[src/rtl/cv9_pkg.sv]
// ----------------------------------------------------------------------------
// cv9_pkg: shared types and constants of the 3x3 convolution filter
// Pixel, window and mask types, configuration register indexes, and the
// constants of the divide-by-nine and clamp step.
// ----------------------------------------------------------------------------
package cv9_pkg;

  typedef logic [7:0] pixel_t;

  // Window indexed [row][col]; row 0 is the oldest line, col 0 the oldest column.
  typedef logic [2:0][2:0][7:0] window_t;

  typedef struct packed {
    logic [23:0] top;
    logic [23:0] mid;
    logic [23:0] bot;
  } mask_t;

  typedef struct packed {
    logic [9:0] row;
    logic [9:0] col;
    logic       last;
  } res_meta_t;

  localparam int CFG_IDX_W  = 3;
  localparam int CFG_DATA_W = 24;
  localparam int SIZE_IN_W  = 11;

  localparam logic [CFG_IDX_W-1:0] CFG_MASK_TOP = 3'd0;
  localparam logic [CFG_IDX_W-1:0] CFG_MASK_MID = 3'd1;
  localparam logic [CFG_IDX_W-1:0] CFG_MASK_BOT = 3'd2;
  localparam logic [CFG_IDX_W-1:0] CFG_ROWS     = 3'd3;
  localparam logic [CFG_IDX_W-1:0] CFG_COLS     = 3'd4;

  localparam logic [23:0] MASK_RST = 24'h010101;
  localparam int ROWS_RST = 480;
  localparam int COLS_RST = 640;
  localparam int SIZE_MIN = 3;

  localparam int PROD_W = 17;
  localparam int SUM_W  = 20;

  // Sums at or above this value give 255 after the divide.
  localparam int DIV_CLAMP = 2304;
  // Below the clamp, s / 9 == (s * 7282) >> 16 for every 12-bit s.
  localparam int DIV_IN_W  = 12;
  localparam int RECIP_W   = 13;
  localparam int DIV_RECIP = 7282;
  localparam int DIV_SHIFT = 16;

  function automatic logic signed [7:0] mask_coef(logic [23:0] rowmask, logic [1:0] k);
    return $signed(rowmask[8*k +: 8]);
  endfunction

endpackage

[src/rtl/cv9_cfg.sv]
// ----------------------------------------------------------------------------
// cv9_cfg: configuration registers
// Holds the three mask rows and the frame size, saturated on write.
// ----------------------------------------------------------------------------
module cv9_cfg
  import cv9_pkg::*;
#(
  parameter int MAX_ROWS = 1024,
  parameter int MAX_COLS = 1024,
  localparam int RW = $clog2(MAX_ROWS),
  localparam int CW = $clog2(MAX_COLS)
) (
  input  logic                  clk,
  input  logic                  rst_n,
  input  logic                  cfg_we,
  input  logic [CFG_IDX_W-1:0]  cfg_idx,
  input  logic [CFG_DATA_W-1:0] cfg_wdata,
  output mask_t                 mask,
  output logic [RW:0]           rows,
  output logic [CW:0]           cols
);

  localparam int ROWS_RST_SAT = (ROWS_RST > MAX_ROWS) ? MAX_ROWS : ROWS_RST;
  localparam int COLS_RST_SAT = (COLS_RST > MAX_COLS) ? MAX_COLS : COLS_RST;

  mask_t       mask_r;
  logic [RW:0] rows_r;
  logic [CW:0] cols_r;

  function automatic logic [31:0] sat_size(logic [SIZE_IN_W-1:0] v, int maxv);
    logic [31:0] v32;
    v32 = 32'(v);
    if (v32 < 32'(SIZE_MIN)) return 32'(SIZE_MIN);
    if (v32 > 32'(maxv)) return 32'(maxv);
    return v32;
  endfunction

  always_ff @(posedge clk) begin
    if (!rst_n) begin
      mask_r.top <= MASK_RST;
      mask_r.mid <= MASK_RST;
      mask_r.bot <= MASK_RST;
      rows_r     <= (RW+1)'(ROWS_RST_SAT);
      cols_r     <= (CW+1)'(COLS_RST_SAT);
    end else if (cfg_we) begin
      case (cfg_idx)
        CFG_MASK_TOP: mask_r.top <= cfg_wdata;
        CFG_MASK_MID: mask_r.mid <= cfg_wdata;
        CFG_MASK_BOT: mask_r.bot <= cfg_wdata;
        CFG_ROWS:     rows_r <= (RW+1)'(sat_size(cfg_wdata[SIZE_IN_W-1:0], MAX_ROWS));
        CFG_COLS:     cols_r <= (CW+1)'(sat_size(cfg_wdata[SIZE_IN_W-1:0], MAX_COLS));
        default: ;
      endcase
    end
  end

  assign mask = mask_r;
  assign rows = rows_r;
  assign cols = cols_r;

endmodule

[config.mk]
export PLATFORM = sky130hd
export DESIGN_NAME = cv9_cfg
export DESIGN_NICKNAME = d
export VERILOG_FILES = /design/src/rtl/cv9_pkg.sv /design/src/rtl/cv9_cfg.sv
export SDC_FILE = /design/constraint.sdc
export NUM_CORES = 1
export LEC_CHECK = 0
export BUFFER_PORTS_ARGS = -buffer_cell sky130_fd_sc_hd__buf_2
export CAP_MARGIN = 25
export CORE_ASPECT_RATIO = 0.75
export CORE_MARGIN = 5
export CORE_UTILIZATION = 45
export DETAILED_ROUTE_END_ITERATION = 6
export PLACE_DENSITY = 0.78
export SETUP_SLACK_MARGIN = 0.02
export SYNTH_ARGS = -nofsm -noshare
export SYNTH_HDL_FRONTEND = slang
export SYNTH_SLANG_ARGS = --single-unit
[constraint.sdc]
create_clock -name clk -period 1.5 [get_ports clk]
set_input_delay 0.3 -clock clk [delete_from_list [all_inputs] [get_ports clk]]
set_output_delay 0.3 -clock clk [all_outputs]
set_load 0.01 [all_outputs]
# ---- Word level (Yosys, flattened, before mapping)
# Cells that the tools add are included.
dict set report word_totals {
  reg_bits 94
  wordCells 39
  input_bits 30
}
dict set report classes {
  muxes 22
  n_reduce_logical 6
  n_lt_le_gt_ge 2
  eq_ne 4
}
# operator n
set op_table {}
lappend op_table {{$mux 11} 6}
lappend op_table {{$mux 1} 16}
lappend op_table {{$gt 11x11->1 const B} 1}
lappend op_table {{$lt 11x2->1 const B} 1}
lappend op_table {{$reduce_and 2->1} 5}
lappend op_table {{$eq 3x2->1 const B} 2}
lappend op_table {{$eq 3x1->1 const B} 1}
lappend op_table {{$eq 3x3->1 const B} 1}
lappend op_table {{$logic_not 3->1} 1}

# ---- Longest topological paths before layout
dict set report depth {
  word_depth 11
  mapped_depth 6
  depth_no_buf 3
}

# ---- Worst setup path after synthesis
# Ideal clock, no wire load.
dict set report synth_timing {
  kind {in2reg}
  startpoint {input cfg_idx[1]}
  endpoint {register mask_r, in the netlist mask[56]}
  slack_ns 0.006
  n_path_buf 3
  stages 6
  required_ns 1.363
  setup_ns 0.137
  t_arrival_ns 1.357
  path_cell_list {buf_4 > or4b_1 > buf_6 > buf_8 > nand2_2 > o211ai_2}
}
dict set report synth_via {
  elab_chain_len 2
}
# element line
set synth_lines {}
lappend synth_lines {{start: declaration} cv9_cfg.sv:16} ;# input logic [CFG_IDX_W-1:0] cfg_idx,
lappend synth_lines {{$logic_not 3->1} cv9_cfg.sv:46} ;# case (cfg_idx)
lappend synth_lines {{$reduce_and 2->1 (no source line)} --}
lappend synth_lines {{end: declaration} cv9_cfg.sv:26} ;# mask_t mask_r;
# Every way passes these cells.
# A chain may end at the register's enable or synchronous reset.

# ---- Worst setup path in the final report
dict set report layout_timing {
  startpoint {register mask_r, in the netlist mask[56]}
  endpoint {output mask[56] (netlist name)}
}
# element line
set layout_lines {}
lappend layout_lines {{end: declaration} cv9_cfg.sv:18} ;# output mask_t mask,
# No word-level cell between the ends.

==> impl_metrics.tcl <==
set metrics [dict create \
    power_switching_mw 1.14 \
    h-tree-depth 3 \
    antenna_cells 0 \
    hpwl_um 7280 \
    syn_avg_cell_area_um2 8.81 \
    cp-end-kind "output port" \
    cts_resized 0 \
    wl_per_cell_um 15.5 \
    yosysWarnings 0 \
    drt_first_pass_iters 4 \
    cp_slowest_cell "dfxtp_1" \
    clock_latency_ns 0.34 \
    initial_core_util 0.462 \
    cp_top_family "flip-flops" \
    syn_area_um2 3640 \
    clock_skew_ns 0 \
    reg2reg_from "mask[1]" \
    fp.dieW_um 114 \
    worstPathRequired_ns 1.20 \
    synth_edf_count 0 \
    clock-sinks 94 \
    critPathKind "flop to output port" \
    core_um2 7880 \
    clk_pin_slew_ns 0.09 \
    r2r_cells 2 \
    clk_path_buf_depth 2 \
    synthXorXnorAreaFrac 0 \
    pwr-share-seq 0.541 \
    r2r_slack_ns 0.82 \
    antenna_left 0 \
    synth_seq_cells 94 \
    r2r-end "mask[1]" \
    drc 0 \
    worst-path-max-fanout 2 \
    cp-start-kind "flop" \
    slew_headroom 0.758 \
    synth.distinct_cells 30 \
    slew_violations 0 \
    async_flop_share 0 \
    period_share 0.779 \
    cts_made_buffers 9 \
    share_comb_of_total_power 0.085 \
    drt_iter0_markers 170 \
    io_buffers 123 \
    hold_viol 0 \
    holdPathEnd "mask[40]" \
    hold_path.class "primary input to flop" \
    nNetsFinal 564 \
    cts_tree "done" \
    slowest_delay_ns 0.37 \
    synth_compound_area_frac 0.168 \
    grt_start_max_net_pins 95 \
    period_minus_slack_ns 1.17 \
    ir_worst_vdd_mv 0.656 \
    dieArea_um2 10000 \
    globalplace.congestion 0.839 \
    crit_buf_inv 1 \
    grt_usage 0.201 \
    grt_pass1_wl_um 15900 \
    io_pins 124 \
    synth_fa_ha_area_frac 0 \
    drive_gt1_frac 0.306 \
    rsz0062_at_grt "no" \
    powerDensity_nw_per_um2 1040 \
    intPower_mw 3.63 \
    post-route-util 0.583 \
    min-delay-start "cfg_wdata[16]" \
    grt_overflow 0 \
    finalSetupViolations 0 \
    arrival_ns 0.87 \
    antenna_found_initial 0 \
    layout_common_cells "152 x nand2_1, 123 x buf_2, 94 x dfxtp_1, 47 x a21boi_0, 20 x a21boi_1" \
    num-fill-cells 731 \
    path_cells "buf_2" \
    drt-vias-per-instance 5.04 \
    pwr-share-clk 0.375 \
    routed_wl_um 9970 \
    final_common_cell "nand2_1" \
    synth_top_family_by_area "simple AND/OR/NAND/NOR gates" \
    whs_path_depth 3 \
    syn_nets 443 \
    whs_ns 0.198 \
    vias 3244 \
    area_delta_synth_final_pct 26.4 \
    synthSimpleGateAreaFrac 0.239 \
    yosysSeqAreaShare 0.517 \
    cts_setup_buffers 0 \
    syn_inst 413 \
    ctsHoldBuffers 0 \
    cts_root_buffer "clkbuf_8" \
    status "completed" \
    drv_cap 0 \
    worst_slew_pin_slew_ns 0.360 \
    synthMuxAreaShare 0.0220 \
    ys.flop_type "dfxtp_1" \
    rows 28 \
    swShare 0.239 \
    leakage_nw 2.06 \
    fmax_mhz 856 \
    die_height_um 87.9 \
    grt_pass1_vias 3184 \
]
flip-flops by register name, summed over array words and instances, names as in the netlist:
signal	cells
rows	11
cols	11
mask	72
synthesized netlist by cell type (2+ instances only):
cell type / count / share of area
a21boi_1: 20 / 0.041
inv_1: 4 / 0.0041
a21boi_0: 47 / 0.097
mux2i_1: 8 / 0.022
nand4bb_1: 4 / 0.012
dfxtp_1: 94 / 0.52
or3_1: 4 / 0.0069
a21oi_1: 2 / 0.0028
clkbuf_1: 12 / 0.012
and4bb_2: 2 / 0.0069
o211ai_1: 4 / 0.0083
nand2_1: 152 / 0.16
nor2b_1: 11 / 0.019
o21ai_0: 4 / 0.0055
nand3_1: 10 / 0.014
buf_6: 3 / 0.0093
o311ai_0: 4 / 0.0096
buf_2: 15 / 0.021
nor4_1: 2 / 0.0034
worst max-delay path by stage:
stage               startpoint  endpoint  slack (ns)  cells past startpoint
floorplan           cfg_idx[1]  mask[56]        0.02                      6
CTS                    rows[1]   rows[1]        0.30                      1
finish                mask[56]  mask[56]        0.33                      1
detailed placement  cfg_idx[2]  mask[56]       -0.01                      5
global route           rows[1]   rows[1]        0.27                      1
global placement    cfg_idx[2]  mask[64]        0.03                      5
metrics by stage:
step / cell area [um^2] / power [mW] / TNS (ns) / setup slack, ns / std cells
2_1_floorplan: 3640 / 2.85 / 0 / 0.0213 / 413
3_3_place_gp: 4380 / 3.03 / 0 / 0.0262 / 628
3_5_place_dp: 4380 / 3.04 / -0.0111 / -0.0111 / 628
4_1_cts: 4600 / 4.82 / 0 / 0.299 / 644
5_1_grt: 4600 / 4.98 / 0 / 0.273 / 644
6_report: 4600 / 4.77 / 0 / 0.332 / 644
power groups by stage:
stage	registers [mW]	logic, mW	clock network (mW)
3_3_place_gp	2.63	0.393	0
4_1_cts	2.58	0.404	1.84
5_1_grt	2.59	0.441	1.96
2_1_floorplan	2.66	0.192	0
3_5_place_dp	2.64	0.403	0
6_report	2.58	0.403	1.79
layer usage:
layer  up-vias  global-route usage  wire length [um]
li1       1598                   -                 -
met1      1530               0.264              4550
met2       109               0.316              4420
met3         7              0.0746               913
met4         0              0.0475                87
met5         -                   0                 0
logic make-up after synthesis:
family	count (synthesis)
and+or+nand+nor	192
DFF	94
AOI/OAI and AO/OA	82
buffers and inverters	37
muxes	8
area by class of cell:
type | instances | area [um^2] | share of cell area
Clock inverter | 4 | 53.8 | 0.0117
Tap cell | 105 | 131 | 0.0286
Timing Repair Buffer | 143 | 791 | 0.172
Multi-Input combinational cell | 282 | 1560 | 0.339
Inverter | 4 | 15.0 | 0.00327
Sequential cell | 94 | 1880 | 0.409
Clock buffer | 12 | 165 | 0.0359
(Power assumes the default switching activity.)
