### config.mk
export PLATFORM = sky130hd
export DESIGN_NAME = cv9_mac
export DESIGN_NICKNAME = d
export VERILOG_FILES = /design/src/rtl/cv9_pkg.sv /design/src/rtl/cv9_mac.sv
export SDC_FILE = /design/constraint.sdc
export NUM_CORES = 2
export LEC_CHECK = 0
export ABC_AREA = 1
export BUFFER_PORTS_ARGS = -buffer_cell sky130_fd_sc_hd__buf_2
export CAP_MARGIN = 0
export CORE_ASPECT_RATIO = 0.75
export CORE_UTILIZATION = 60
export CTS_CLUSTER_DIAMETER = 120
export DETAILED_ROUTE_END_ITERATION = 8
export GPL_TIMING_DRIVEN = 1
export PLACE_DENSITY = 0.85
export SYNTH_ARGS = -nofsm -noshare
export SYNTH_HDL_FRONTEND = slang
export SYNTH_SLANG_ARGS = --single-unit
### constraint.sdc
create_clock -name clk -period 5.3 [get_ports clk]
set_input_delay 0.265 -clock clk [delete_from_list [all_inputs] [get_ports clk]]
set_output_delay 0.265 -clock clk [all_outputs]
set_load 0.02 [all_outputs]
### src/rtl/cv9_pkg.sv
// ----------------------------------------------------------------------------
// cv9_pkg: shared types and constants of the 3x3 convolution filter
// Pixel, window and mask types, configuration register indexes, and the
// constants of the divide-by-nine and clamp step.
// ----------------------------------------------------------------------------
package cv9_pkg;

  typedef logic [7:0] pixel_t;

  // Window indexed [row][col]; row 0 is the oldest line, col 0 the oldest column.
  typedef logic [2:0][2:0][7:0] window_t;

  typedef struct packed {
    logic [23:0] top;
    logic [23:0] mid;
    logic [23:0] bot;
  } mask_t;

  typedef struct packed {
    logic [9:0] row;
    logic [9:0] col;
    logic       last;
  } res_meta_t;

  localparam int CFG_IDX_W  = 3;
  localparam int CFG_DATA_W = 24;
  localparam int SIZE_IN_W  = 11;

  localparam logic [CFG_IDX_W-1:0] CFG_MASK_TOP = 3'd0;
  localparam logic [CFG_IDX_W-1:0] CFG_MASK_MID = 3'd1;
  localparam logic [CFG_IDX_W-1:0] CFG_MASK_BOT = 3'd2;
  localparam logic [CFG_IDX_W-1:0] CFG_ROWS     = 3'd3;
  localparam logic [CFG_IDX_W-1:0] CFG_COLS     = 3'd4;

  localparam logic [23:0] MASK_RST = 24'h010101;
  localparam int ROWS_RST = 480;
  localparam int COLS_RST = 640;
  localparam int SIZE_MIN = 3;

  localparam int PROD_W = 17;
  localparam int SUM_W  = 20;

  // Sums at or above this value give 255 after the divide.
  localparam int DIV_CLAMP = 2304;
  // Below the clamp, s / 9 == (s * 7282) >> 16 for every 12-bit s.
  localparam int DIV_IN_W  = 12;
  localparam int RECIP_W   = 13;
  localparam int DIV_RECIP = 7282;
  localparam int DIV_SHIFT = 16;

  function automatic logic signed [7:0] mask_coef(logic [23:0] rowmask, logic [1:0] k);
    return $signed(rowmask[8*k +: 8]);
  endfunction

endpackage

### src/rtl/cv9_mac.sv
// ----------------------------------------------------------------------------
// cv9_mac: products, sum, divide by nine and clamp
// Three pipeline stages: nine products, their sum, then quotient and clamp
// into the output register.
// ----------------------------------------------------------------------------
module cv9_mac
  import cv9_pkg::*;
(
  input  logic       clk,
  input  logic       rst_n,
  input  mask_t      mask,
  input  logic       win_valid,
  output logic       win_ready,
  input  window_t    window,
  input  res_meta_t  meta,
  output logic       out_valid,
  input  logic       out_ready,
  output pixel_t     out_pixel,
  output logic [9:0] out_row,
  output logic [9:0] out_col,
  output logic       frame_last
);

  localparam int QW = DIV_IN_W + RECIP_W;

  logic [2:0][23:0] masks;

  logic                     s3_valid_r;
  logic signed [PROD_W-1:0] prod_r   [3][3];
  logic signed [PROD_W-1:0] prod_nxt [3][3];
  res_meta_t                s3_meta_r;

  logic                    s4_valid_r;
  logic signed [SUM_W-1:0] sum_r, sum_nxt;
  res_meta_t               s4_meta_r;

  logic      out_valid_r;
  pixel_t    out_pix_r, pix_nxt;
  res_meta_t out_meta_r;

  logic          out_rdy, s4_rdy, s3_rdy;
  logic          neg, big;
  logic [QW-1:0] qprod;

  assign masks = {mask.bot, mask.mid, mask.top};

  assign out_rdy   = !out_valid_r || out_ready;
  assign s4_rdy    = !s4_valid_r || out_rdy;
  assign s3_rdy    = !s3_valid_r || s4_rdy;
  assign win_ready = s3_rdy;

  always_comb begin
    for (int k = 0; k < 3; k++) begin
      for (int j = 0; j < 3; j++) begin
        prod_nxt[k][j] = PROD_W'(mask_coef(masks[k], 2'(j))) *
                         PROD_W'($signed({1'b0, window[k][j]}));
      end
    end
  end

  always_comb begin
    sum_nxt = '0;
    for (int k = 0; k < 3; k++) begin
      for (int j = 0; j < 3; j++) begin
        sum_nxt = sum_nxt + SUM_W'(prod_r[k][j]);
      end
    end
  end

  // Negative sums truncate to a quotient of zero or below, so they give 0.
  always_comb begin
    neg     = sum_r[SUM_W-1];
    big     = !neg && (sum_r >= $signed(SUM_W'(DIV_CLAMP)));
    qprod   = QW'(sum_r[DIV_IN_W-1:0]) * QW'(DIV_RECIP);
    if (neg) begin
      pix_nxt = '0;
    end else if (big) begin
      pix_nxt = '1;
    end else begin
      pix_nxt = qprod[DIV_SHIFT +: 8];
    end
  end

  always_ff @(posedge clk) begin
    if (!rst_n) begin
      s3_valid_r  <= 1'b0;
      s4_valid_r  <= 1'b0;
      out_valid_r <= 1'b0;
    end else begin
      if (s3_rdy) s3_valid_r <= win_valid;
      if (s4_rdy) s4_valid_r <= s3_valid_r;
      if (out_rdy) out_valid_r <= s4_valid_r;
    end
  end

  always_ff @(posedge clk) begin
    if (s3_rdy && win_valid) begin
      prod_r    <= prod_nxt;
      s3_meta_r <= meta;
    end
    if (s4_rdy && s3_valid_r) begin
      sum_r     <= sum_nxt;
      s4_meta_r <= s3_meta_r;
    end
    if (out_rdy && s4_valid_r) begin
      out_pix_r  <= pix_nxt;
      out_meta_r <= s4_meta_r;
    end
  end

  assign out_valid  = out_valid_r;
  assign out_pixel  = out_pix_r;
  assign out_row    = out_meta_r.row;
  assign out_col    = out_meta_r.col;
  assign frame_last = out_meta_r.last;

endmodule

# After elaboration in Yosys (flattened, before gate mapping)
# Index checks and enable logic that the tools add are counted.
[word_totals]
ff_bits = 247
latch_bits = 0
mem_bits_rw = 0
mem_bits_ro = 0
inputBits = 169
output_inout_bits = 31
wordCells = 54
mem_count = 0
[op_classes]
add_sub_neg = 8
multipliers = 10
div = 0
n_lt_le_gt_ge = 1
n_eq_ne = 0
shift = 0
muxes = 1
n_bitwise = 0
reduce_logical = 11
[op_table]
columns = ["cell", "count"]
rows = [
  ["8-bit by 9-bit multiplier with 17-bit output", 9],
  ["20-bit by 17-bit adder with 20-bit output", 5],
  ["12-bit by 12-bit multiplier with 23-bit output, second input constant", 1],
  ["19-bit by 17-bit adder with 20-bit output", 1],
  ["20-bit by 13-bit >= comparator with 1-bit output, second input constant", 1],
  ["18-bit by 17-bit adder with 19-bit output", 1],
  ["17-bit by 17-bit adder with 18-bit output", 1],
  ["8-bit 2-to-1 mux", 1],
  ["1-bit logical AND", 4],
  ["1-bit zero test", 4],
  ["1-bit logical OR", 3],
]

# Depth between registers and ports, before layout
[depth]
ltp_word = 8
ltp_mapped = 22
ltp_nobuf = 22

# Worst setup path before layout
# No wires, ideal clock.
[synth_path]
path_kind = "register to register"
start = "register out_valid_r (netlist: out_valid)"
end = "register prod_r[0] (netlist bit) (enable)"
setup_time_ns = 0.526
arrival_time_ns = 4.187
t_required_ns = 4.774
setup_slack_ns = 0.587
path_stages_with_launch = 6
n_path_buf = 0
period_less_slack_ns = 4.713
cell_sequence = "dfxtp_1 > nand2_1 > nor2_1 > nand2_1 > nand2_1 > inv_1"
[synth_between]
elab_chain_cells = 5
[synth_lines]
columns = ["item", "line", "rtl"]
rows = [
  ["start, declared", "cv9_mac.sv:37", "logic out_valid_r;"],
  ["start signal, assigned", "cv9_mac.sv:92", "if (out_rdy) out_valid_r <= s4_valid_r;"],
  ["1-bit zero test", "cv9_mac.sv:47", "assign out_rdy = !out_valid_r || out_ready;"],
  ["1-bit logical OR", "cv9_mac.sv:47", ""],
  ["1-bit logical OR", "cv9_mac.sv:48", "assign s4_rdy = !s4_valid_r || out_rdy;"],
  ["1-bit logical OR", "cv9_mac.sv:49", "assign s3_rdy = !s3_valid_r || s4_rdy;"],
  ["named net win_ready", "cv9_mac.sv:13", "output logic win_ready,"],
  ["1-bit logical AND", "cv9_mac.sv:97", "if (s3_rdy && win_valid) begin"],
  ["end signal, assigned", "cv9_mac.sv:98", "prod_r <= prod_nxt;"],
  ["end, declared", "cv9_mac.sv:29", "logic signed [PROD_W-1:0] prod_r [3][3];"],
]
# The timed path passes the listed nets, and every way through them passes these cells.
# A chain may end at the register's enable or synchronous reset.

# Worst setup path after layout
[layout_path]
start = "register sum_r[8]"
end = "register out_pix_r[3] (netlist: out_pixel[3]), data pin"
[layout_between]
elab_chain_cells = 3
word_cells_on_any_way = 4
cone_classes = "mul (1); order compare (1); mux (1); reduce/logical (1)"
[layout_lines]
columns = ["item", "line", "rtl"]
rows = [
  ["start, declared", "cv9_mac.sv:34", "logic signed [SUM_W-1:0] sum_r, sum_nxt;"],
  ["start signal, assigned", "cv9_mac.sv:102", "sum_r <= sum_nxt;"],
  ["branches (longest 2 deep; another with 12-bit by 12-bit multiplier with 23-bit output)", "-", ""],
  ["8-bit 2-to-1 mux *", "cv9_mac.sv:77", "end else if (big) begin"],
  ["end signal, assigned", "cv9_mac.sv:106", "out_pix_r <= pix_nxt;"],
  ["end, declared", "cv9_mac.sv:38", "pixel_t out_pix_r, pix_nxt;"],
]
# Every way passes the cells marked *.

==> out/results.tsv <==
metric	value	unit
starting DRC count in detailed routing	1710	
vias per cell	5.24	
commonest cells after routing, fill and taps aside	inv_1 (1125), nand2_1 (735), fa_1 (484), ha_1 (480), edfxtp_1 (244)	
critical path capture point type	register	
Metal-1 WL	31800	um
Core Footprint	56300	um2
cells after synthesis	3833	
Final period util	88.0	%
syn_area_per_cell	8.98	um2
nets@finish	5082	
FF+latch count, synth	247	
Final setup viols	0	
critical path data required time	5.61	ns
global-route wire length before repair	125000	um
Worst Tran Pin Value	0.779	ns
met3 wire length	5280	um
largest net degree at the start of global routing	96	
status	complete, no violations	
vias after detailed routing	24613	
CTS max path bufs	3	
Routed wire per std cell	16.0	um
DRC viols	0	
total iterations of the first detailed-routing run	6	
Routed Antenna Nets	0	
layout cells sized above 1	8.29	%
final setup TNS	0	ns
vias in the first global route	25538	
CTS tree	yes	
synthesized area	34400	um2
commonest non-fill, non-tap cell in the layout	inv_1	
Starting Density	61.2	%
max-slew violations	0	
kind of critical path	reg -> reg	
Die X	279	um
Startpoint Class	register	
Total Routing Usage GR	26.7	%
Area growth syn-to-layout	7.34	%
highest routed metal layer	met4	
Seq/Total Area, Yosys	21.5	%
post-synthesis cell type count	41	
met2 WL post-DR	35600	um
Clock Skews	0.00762	ns
routability cong.	0.925	
synthesis warning total	0	
htree depth	1	
Post-synth EDFFs	244	
total CTS buffers	26	
die area	58400	um2
Max Clk Rate	214	MHz
max incr delay on CP	0.52	ns
# IOs	200	
crit path DAT	4.97	ns
final WL	75100	um
endpoints failing hold	0	
later-pin clock latency in the skew report	0.55	ns
max-cap violations	0	
min cycle time layout	4.67	ns
Syn Nets	4966	
clk root buf	clkbuf_16	
prevailing post-synth register cell	edfxtp_1	
unrepaired setup endpoints after global routing	false	
initial antenna violation count	2	
CP max stage cell	fa_1	
Synth async-reset ratio	0	%
Worst slew margin	48.1	%
CTS Sinks	247	
Port Buf Inserts	199	
Hold Crit Class	in -> reg	
row count	75	
dpl hpwl	62300	um
Die Y-Extent	209	um
worst-path fanout max	5	
post-CTS setup buffer count	0	
CP cell instances	inv_1 -> fa_1 -> inv_1 -> ha_1 -> inv_1 -> fa_1 -> inv_1 -> fa_1 -> inv_1 -> fa_1 -> inv_1 -> ha_1 -> nand2_1 -> inv_1 -> a21oi_1 -> nor2_1 -> nor2_1 -> nand2_1 -> nand2_1 -> nand3_1 -> nand2_1 -> inv_1	
GRT overflow	0	
CTS clock-pin slew for the worst setup and hold paths	0.06	ns
fillcell total	4273	
most frequent CP cell	inv_1	
==> per-layer routing <==
| layer | up-vias | track usage (%) |
|---|---|---|
| li1 | 11645 | - |
| met4 | 0 | 8.13 |
| met1 | 11922 | 36.2 |
| met3 | 159 | 4.31 |
| met5 | - | 0 |
| met2 | 887 | 44.2 |
==> logic make-up after synthesis <==
kind of cell    Yosys count  synth area share, %
compound gates          223                 3.96
xor+xnor                130                 3.35
fa+ha+maj               964                 45.6
buf+inv                1264                 13.8
flops                   247                 21.5
simple gates           1005                 11.9
==> sequential cells by signal, indices dropped and copies added (netlist names) <==
register,cells
out_pixel,8
out_col,10
frame_last,1
out_valid,1
s4_meta_r,21
s3_valid_r,1
s4_valid_r,1
prod_r,153
out_row,10
sum_r,20
s3_meta_r,21
==> per-stage QoR <==
step | setup slack (ns) | cell area [um2] | utilization [%] | instances | hold WS, ns
floorplan | 0.587 | 34400 | - | 3833 | 0.364
global placement | 0.722 | 35900 | 63.7 | 4630 | 0.400
detailed placement | 0.651 | 35900 | 63.7 | 4630 | 0.405
CTS | 0.639 | 37000 | 65.6 | 4698 | 0.0129
global route | 0.288 | 37000 | 65.6 | 4699 | 0.0640
finish | 0.635 | 37000 | 65.6 | 4699 | 0.0304
==> what timing repair did <==
action | 4_1_cts | 5_1_grt
hold endpoints to repair | 24 | 0
hold buffers | 22 | 0
resized for setup | 0 | 0
==> worst paths after layout <==
check | slack (ns) | start | cells after the start | to
hold / removal | 0.03 | out_ready | 4 | out_valid
setup / recovery | 0.63 | sum_r[8] | 22 | out_pixel[3]
hold reg to reg | 0.42 | s3_meta_r[5] | 0 | s4_meta_r[5]
setup reg to reg | 0.63 | sum_r[8] | 22 | out_pixel[3]
==> cell usage after synthesis (17+ instances only) <==
library cell / instances / area, um2
edfxtp_1: 244 / 7330
inv_1: 1126 / 4230
xor2_1: 80 / 701
o21ai_0: 40 / 200
nand2_1: 735 / 2760
xnor2_1: 48 / 420
nand3_1: 65 / 325
ha_1: 480 / 6010
a21o_1: 18 / 135
nor2_1: 113 / 424
nor3_1: 19 / 95.1
fa_1: 484 / 9690
o21ai_2: 17 / 149
clkbuf_1: 135 / 507
a21oi_1: 106 / 531
or2_2: 43 / 269
==> critical path, delay by kind of cell (launching register included) <==
family                   cells  cell delay, ns
AO/OA/AOI/OAI                1            0.18
adder cells (fa/ha/maj)      6            2.67
buffers and inverters        8            0.47
flip-flops                   1            0.48
AND/OR/NAND/NOR              7            0.60
==> area by class of cell <==
type / count / area, um2 / area share [%]
Antenna cell: 1 / 2.50 / 0.00677
Tap cell: 731 / 915 / 2.47
Clock inverter: 17 / 179 / 0.484
Timing Repair Buffer: 224 / 1250 / 3.39
Inverter: 1128 / 4240 / 11.5
Sequential cell: 247 / 7390 / 20.0
Multi-Input combinational cell: 2322 / 22300 / 60.3
Clock buffer: 29 / 683 / 1.85
Power is left out: the tool's default activity adds up to more than one toggle a clock period on the data nets, which glitch-free logic cannot reach.
